[src/rtl/sqlp_pkg.sv]
// ----------------------------------------------------------------------------
// sqlp_pkg
// shared types and constants for the signal quality line parser
// ----------------------------------------------------------------------------
package sqlp_pkg;

  localparam int CH_W  = 8;
  localparam int ACC_W = 7;

  localparam logic [CH_W-1:0] CH_NUL   = 8'h00;
  localparam logic [CH_W-1:0] CH_SPACE = 8'h20;
  localparam logic [CH_W-1:0] CH_COMMA = 8'h2C;
  localparam logic [CH_W-1:0] CH_ZERO  = 8'h30;
  localparam logic [CH_W-1:0] CH_NINE  = 8'h39;
  localparam logic [CH_W-1:0] CH_PLUS  = 8'h2B;
  localparam logic [CH_W-1:0] CH_C     = 8'h43;
  localparam logic [CH_W-1:0] CH_S     = 8'h53;
  localparam logic [CH_W-1:0] CH_Q     = 8'h51;
  localparam logic [CH_W-1:0] CH_COLON = 8'h3A;

  localparam logic [ACC_W-1:0] ACC_SAT  = 7'd100;
  localparam logic [ACC_W-1:0] RSSI_MAX = 7'd31;
  localparam logic [ACC_W-1:0] BER_MAX  = 7'd7;
  localparam logic [ACC_W-1:0] CODE_UNK = 7'd99;

  typedef struct packed {
    logic [CH_W-1:0] ch;
    logic            line_end;
  } item_t;

  typedef struct packed {
    logic [ACC_W-1:0] ber;
    logic [ACC_W-1:0] rssi;
    logic             valid_res;
  } res_t;

  typedef enum logic [12:0] {
    PH_P0    = 13'b0000000000001,
    PH_P1    = 13'b0000000000010,
    PH_P2    = 13'b0000000000100,
    PH_P3    = 13'b0000000001000,
    PH_P4    = 13'b0000000010000,
    PH_SP1   = 13'b0000000100000,
    PH_RSSI  = 13'b0000001000000,
    PH_COMMA = 13'b0000010000000,
    PH_SP2   = 13'b0000100000000,
    PH_BER   = 13'b0001000000000,
    PH_TAIL  = 13'b0010000000000,
    PH_BAD   = 13'b0100000000000,
    PH_DONE  = 13'b1000000000000
  } phase_t;

  // acc * 10 + d, saturated
  function automatic logic [ACC_W-1:0] acc_digit(input logic [ACC_W-1:0] acc,
                                                 input logic [3:0] d);
    logic [ACC_W+3:0] v;
    v = {acc, 3'b000} + {2'b00, acc, 1'b0} + {{ACC_W{1'b0}}, d};
    acc_digit = (v >= {4'b0000, ACC_SAT}) ? ACC_SAT : v[ACC_W-1:0];
  endfunction

endpackage

[src/rtl/signal_quality_line_parser_core.sv]
// ----------------------------------------------------------------------------
// signal_quality_line_parser_core
// result: the input register's line end word loads the result register
// throughput: one word per cycle unless a line end word stalls on output
//   back pressure, set by the single-step parse between the two registers
// reset: synchronous, clears the parse state, accumulators and both valids
// ----------------------------------------------------------------------------
module signal_quality_line_parser_core (
  input  logic        clk,
  input  logic        rst,
  input  logic        s_tvalid,
  output logic        s_tready,
  input  logic [7:0]  s_tdata,   // ch
  input  logic        s_tlast,   // line_end
  output logic        m_tvalid,
  input  logic        m_tready,
  output logic [15:0] m_tdata    // valid_res, rssi, ber, zero pad
);
  import sqlp_pkg::*;

  logic  in_valid;
  item_t item;
  logic  step;
  logic  load;
  res_t  res;
  res_t  out_res;

  assign load     = in_valid && item.line_end && (!m_tvalid || m_tready);
  assign step     = in_valid && (!item.line_end || !m_tvalid || m_tready);
  assign s_tready = !in_valid || step;

  always_ff @(posedge clk) begin
    if (rst) begin
      in_valid <= 1'b0;
    end else if (s_tready) begin
      in_valid <= s_tvalid;
    end
  end

  always_ff @(posedge clk) begin
    if (s_tready && s_tvalid) begin
      item.ch       <= s_tdata;
      item.line_end <= s_tlast;
    end
  end

  sqlp_fsm u_fsm (
    .clk  (clk),
    .rst  (rst),
    .step (step),
    .item (item),
    .res  (res)
  );

  always_ff @(posedge clk) begin
    if (rst) begin
      m_tvalid <= 1'b0;
    end else if (load) begin
      m_tvalid <= 1'b1;
    end else if (m_tready) begin
      m_tvalid <= 1'b0;
    end
  end

  always_ff @(posedge clk) begin
    if (load) begin
      out_res <= res;
    end
  end

  assign m_tdata = {1'b0, out_res.ber, out_res.rssi, out_res.valid_res};

`ifndef NO_ASSERTIONS
  a_valid_range: assert property (@(posedge clk) disable iff (rst)
    (m_tvalid && m_tdata[0]) |->
      ((m_tdata[7:1] <= RSSI_MAX || m_tdata[7:1] == CODE_UNK)
       && (m_tdata[14:8] <= BER_MAX || m_tdata[14:8] == CODE_UNK)))
    else $error("result out of range");

  a_invalid_zero: assert property (@(posedge clk) disable iff (rst)
    (m_tvalid && !m_tdata[0]) |-> (m_tdata[15:1] == 15'd0))
    else $error("invalid result carries data");

  a_stall_cause: assert property (@(posedge clk) disable iff (rst)
    !s_tready |-> (in_valid && item.line_end && m_tvalid && !m_tready))
    else $error("input stalled without output back pressure");

  a_load_shows: assert property (@(posedge clk) disable iff (rst)
    load |=> m_tvalid)
    else $error("line end result not presented");
`endif

endmodule

[src/rtl/sqlp_fsm.sv]
// ----------------------------------------------------------------------------
// sqlp_fsm
// parse state, digit accumulators and line result for one registered word
// ----------------------------------------------------------------------------
module sqlp_fsm (
  input  logic           clk,
  input  logic           rst,
  input  logic           step,
  input  sqlp_pkg::item_t item,
  output sqlp_pkg::res_t  res
);
  import sqlp_pkg::*;

  phase_t           phase, phase_next;
  logic [ACC_W-1:0] rssi_acc, rssi_acc_next;
  logic [ACC_W-1:0] ber_acc, ber_acc_next;
  logic             is_digit;
  logic [3:0]       d;
  logic [CH_W-1:0]  dch;
  logic             ok;

  assign is_digit = (item.ch >= CH_ZERO) && (item.ch <= CH_NINE);
  assign dch      = item.ch - CH_ZERO;
  assign d        = dch[3:0];

  always_comb begin
    phase_next    = phase;
    rssi_acc_next = rssi_acc;
    ber_acc_next  = ber_acc;
    if (phase == PH_BAD || phase == PH_DONE) begin
      phase_next = phase;
    end else if (item.ch == CH_NUL) begin
      phase_next = (phase == PH_BER || phase == PH_TAIL) ? PH_DONE : PH_BAD;
    end else begin
      case (phase)
        PH_P0: phase_next = (item.ch == CH_PLUS)  ? PH_P1  : PH_BAD;
        PH_P1: phase_next = (item.ch == CH_C)     ? PH_P2  : PH_BAD;
        PH_P2: phase_next = (item.ch == CH_S)     ? PH_P3  : PH_BAD;
        PH_P3: phase_next = (item.ch == CH_Q)     ? PH_P4  : PH_BAD;
        PH_P4: phase_next = (item.ch == CH_COLON) ? PH_SP1 : PH_BAD;
        PH_SP1, PH_RSSI: begin
          if (is_digit) begin
            rssi_acc_next = acc_digit(rssi_acc, d);
            phase_next    = PH_RSSI;
          end else if (item.ch == CH_SPACE) begin
            phase_next = (phase == PH_SP1) ? PH_SP1 : PH_COMMA;
          end else if (item.ch == CH_COMMA && phase == PH_RSSI) begin
            phase_next = PH_SP2;
          end else begin
            phase_next = PH_BAD;
          end
        end
        PH_COMMA: begin
          if (item.ch == CH_COMMA) begin
            phase_next = PH_SP2;
          end else if (item.ch != CH_SPACE) begin
            phase_next = PH_BAD;
          end
        end
        PH_SP2, PH_BER: begin
          if (is_digit) begin
            ber_acc_next = acc_digit(ber_acc, d);
            phase_next   = PH_BER;
          end else if (item.ch == CH_SPACE) begin
            phase_next = (phase == PH_SP2) ? PH_SP2 : PH_TAIL;
          end else begin
            phase_next = PH_BAD;
          end
        end
        PH_TAIL: begin
          if (item.ch != CH_SPACE) begin
            phase_next = PH_BAD;
          end
        end
        default: phase_next = PH_BAD;
      endcase
    end
  end

  assign ok = (phase == PH_BER || phase == PH_TAIL || phase == PH_DONE)
              && (rssi_acc <= RSSI_MAX || rssi_acc == CODE_UNK)
              && (ber_acc <= BER_MAX || ber_acc == CODE_UNK);

  assign res.valid_res = ok;
  assign res.rssi      = ok ? rssi_acc : '0;
  assign res.ber       = ok ? ber_acc : '0;

  always_ff @(posedge clk) begin
    if (rst) begin
      phase    <= PH_P0;
      rssi_acc <= '0;
      ber_acc  <= '0;
    end else if (step) begin
      if (item.line_end) begin
        phase    <= PH_P0;
        rssi_acc <= '0;
        ber_acc  <= '0;
      end else begin
        phase    <= phase_next;
        rssi_acc <= rssi_acc_next;
        ber_acc  <= ber_acc_next;
      end
    end
  end

endmodule
[config.mk]
export PLATFORM = sky130hd
export DESIGN_NAME = signal_quality_line_parser_core
export DESIGN_NICKNAME = d
export VERILOG_FILES = /design/src/rtl/sqlp_pkg.sv /design/src/rtl/signal_quality_line_parser_core.sv /design/src/rtl/sqlp_fsm.sv
export SDC_FILE = /design/constraint.sdc
export NUM_CORES = 1
export LEC_CHECK = 0
export ABC_AREA = 0
export BUFFER_PORTS_ARGS = -buffer_cell sky130_fd_sc_hd__buf_2
export CORE_MARGIN = 5
export CORE_UTILIZATION = 45
export DETAILED_ROUTE_END_ITERATION = 10
export PLACE_DENSITY = 0.72
export SETUP_SLACK_MARGIN = 0.02
export SYNTH_ARGS = -nofsm -noshare
export SYNTH_HDL_FRONTEND = slang
export SYNTH_SLANG_ARGS = --single-unit
[constraint.sdc]
create_clock -name clk -period 5.8 [get_ports clk]
set_clock_uncertainty 0.1 [all_clocks]
set_input_delay 1.16 -clock clk [delete_from_list [all_inputs] [get_ports clk]]
set_output_delay 1.16 -clock clk [all_outputs]
set_load 0.01 [all_outputs]
==> results_dict.tcl <==
set metrics [dict create \
    regArea_mm2 0.00130 \
    synth.distinct_cells 67 \
    crit_family "adder cells" \
    rows 32 \
    clock-root-buffer "clkbuf_8" \
    wl_per_cell_um 15.4 \
    insertion_delay_ps 320 \
    synthFlopType "dfxtp_1" \
    cpPeakStageDelay_ps 580 \
    start_util_pct 45.3 \
    clk_pin_slew_ps 100 \
    grt_pass1_vias 2583 \
    core-area_mm2 0.00761 \
    die_h_um 97.5 \
    hold_start "u_fsm.rssi_acc[6]" \
    grt_pass1_wl_mm 12.3 \
    status "complete, no violations" \
    grt_overflow 0 \
    crit_buf_inv 0 \
    tns_ps 0 \
    netlist_top_cells_area "edfxtp_1 (21%), dfxtp_1 (17%), ha_1 (9.4%)" \
    top_level_ports 31 \
    dp_cells 467 \
    synth_cells 348 \
    finalHoldViolations 0 \
    cp_max_fo 9 \
    synthTopCellsByCount "dfxtp_1 (29), nor2_1 (29), nand2_1 (27), ha_1 (26), edfxtp_1 (24)" \
    syn_area_mm2 0.00344 \
    ir_drop_v 0.000144 \
    dr.pass1.iters 5 \
    routabilityCongestion 0.927 \
    slew_viol_final 0 \
    ys_async_sr_fraction_pct 0 \
    viasPerCell 5.82 \
    syn_avg_cell_area_um2 9.90 \
    place_area_mm2 0.00364 \
    grt_setup_unrepaired "false" \
    hp-class "flop to flop" \
    worstSetupStartpointType "flop" \
    dp.final_hpwl_mm 5.72 \
    stdcell_area_mm2 0.00373 \
    antenna_found_initial 0 \
    drt-total-wl_mm 7.31 \
    worst_slew_pin_slew_ps 886 \
    via_count 2763 \
    cts_tree "done" \
    maxCapViolCount 0 \
    synth_enable_flop_cells 24 \
    nNetsFinal 415 \
    pre_cts_ws_ps 2560 \
    slowest_stage "fa_1" \
    cp-end-kind "flop" \
    critical_path_class "flop to flop" \
    timing.rr.start "item[4]" \
    cts_hold_buffers 0 \
    ys_ff_latch 53 \
    fin_crit_sh_pct 56.5 \
    fill_cells 714 \
    r2r-end "u_fsm.rssi_acc[0]" \
    worstPathCellList "fa_1, fa_1, a21o_1, a21oi_1, a31oi_1, or4_1, nor3_2, a22o_1" \
    grt_max_degree 19 \
    multi_input_area_mm2 0.00204 \
    final_cells 475 \
    cp.required_ps 5960 \
    leakage_uw 0.00151 \
    r2r_cells 8 \
    max_freq_mhz 305 \
    portBuffers 29 \
    ctsResizeCount 0 \
    drive_gt1_share_pct 15.8 \
    final_util_pct 49.1 \
    rrSetupSlack_ps 2520 \
    yosysSeqAreaShare_pct 37.8 \
    hold_path_depth 2 \
    area.growth.synth_to_final_pct 8.39 \
    drtAntennaViolNets 0 \
    numCtsBuffers 5 \
    post_cts_buffers 0 \
    fp.dieArea_mm2 0.00950 \
    timing.slew.headroom_pct 40.4 \
    yosysWarnings 0 \
    yosysTopAreaCellShare_pct 20.9 \
    drtIter0Drc 176 \
    min_period_ps 3280 \
    arrival_ps 3430 \
    crit_path_frequent_cell "fa_1" \
    cts.path.max_buffers 2 \
    drc_errors 0 \
    grt_use_total_pct 15.5 \
    powerDensity_mw_per_mm2 180 \
    cts_sinks 53 \
    die_w_um 97.5 \
    synth_area_leader_cell "edfxtp_1" \
    setup_violations 0 \
    insertedDiodeCount 0 \
    fin_ws_ps 2520 \
    htreeDepth 2 \
    holdPathEnd "u_fsm.rssi_acc[6]" \
]
==> per-stage QoR <==
stage / hold slack (ps) / total power [uW]
finish: 451 / 673
global route: 508 / 699
CTS: 454 / 680
detailed placement: 441 / 462
global placement: 431 / 461
floorplan: 381 / 447
==> cells by family (layout without fill, tap and decap cells) <==
group / count (synthesis) / count (layout) / share of synthesized area (%)
flip-flops: 53 / 53 / 37.8
AO/OA/AOI/OAI: 85 / 85 / 18.4
XOR/XNOR: 11 / 11 / 2.80
AND/OR/NAND/NOR: 148 / 148 / 25.9
other: 1 / 3 / 0.109
adder cells (fa/ha/maj): 30 / 30 / 11.8
buffers and inverters: 20 / 43 / 3.23
==> final cells by class <==
class / count / share of cell area, %
Multi-Input combinational cell: 277 / 54.6
Sequential cell: 53 / 34.9
Tap cell: 102 / 3.42
Clock buffer: 5 / 1.84
Timing Repair Buffer: 30 / 4.09
Inverter: 5 / 0.503
Clock inverter: 3 / 0.670
==> power by group <==
| group | total (uW) | internal [uW] | switching, uW |
|---|---|---|---|
| Sequential | 406 | 397 | 8.51 |
| Combinational | 48.8 | 18.4 | 30.4 |
| Clock | 218 | 88.2 | 130 |
| Total | 673 | 504 | 169 |
==> tightest hold or removal path: stages (launching register included) <==
cell     delay [ps]
dfxtp_1         370
nand2_1          70
o21ai_0          70
==> routing by layer <==
metal,global-route usage [%],routed length [um],vias up
met5,0,0,-
met4,4.69,116,0
met3,2.73,431,14
met2,27.1,3570,83
met1,19.3,3190,1303
li1,-,-,1363
==> state kept, by name, indices dropped and copies added (netlist names) <==
name            count
in_valid            1
item                9
m_tdata            15
m_tvalid            1
u_fsm.ber_acc       7
u_fsm.phase        13
u_fsm.rssi_acc      7
==> how the worst max path moves through the flow <==
stage          startpoint           endpoint  slack (ps)  depth (start not counted)
3_5_place_dp      item[4]  u_fsm.rssi_acc[0]        2560                          8
5_1_grt           item[4]  u_fsm.rssi_acc[3]        2340                          8
6_report          item[4]  u_fsm.rssi_acc[0]        2520                          8
3_3_place_gp      item[4]  u_fsm.rssi_acc[3]        2620                          8
4_1_cts           item[4]  u_fsm.rssi_acc[0]        2530                          8
2_1_floorplan     item[4]  u_fsm.rssi_acc[0]        2730                          8
==> cells in the final DEF, fill, tap and decap left out, drive strengths merged, types with 6 or more instances in the layout <==
cell	instances
xnor2	6
nand3	14
nor2	31
dfxtp	29
or3	6
and2	15
nor3	7
nor2b	6
buf	30
a211oi	7
edfxtp	24
a21oi	11
ha	26
nor4	8
inv	7
nand2	27
o31ai	7
o21ai	18
Power figures use the tool's default switching activity.
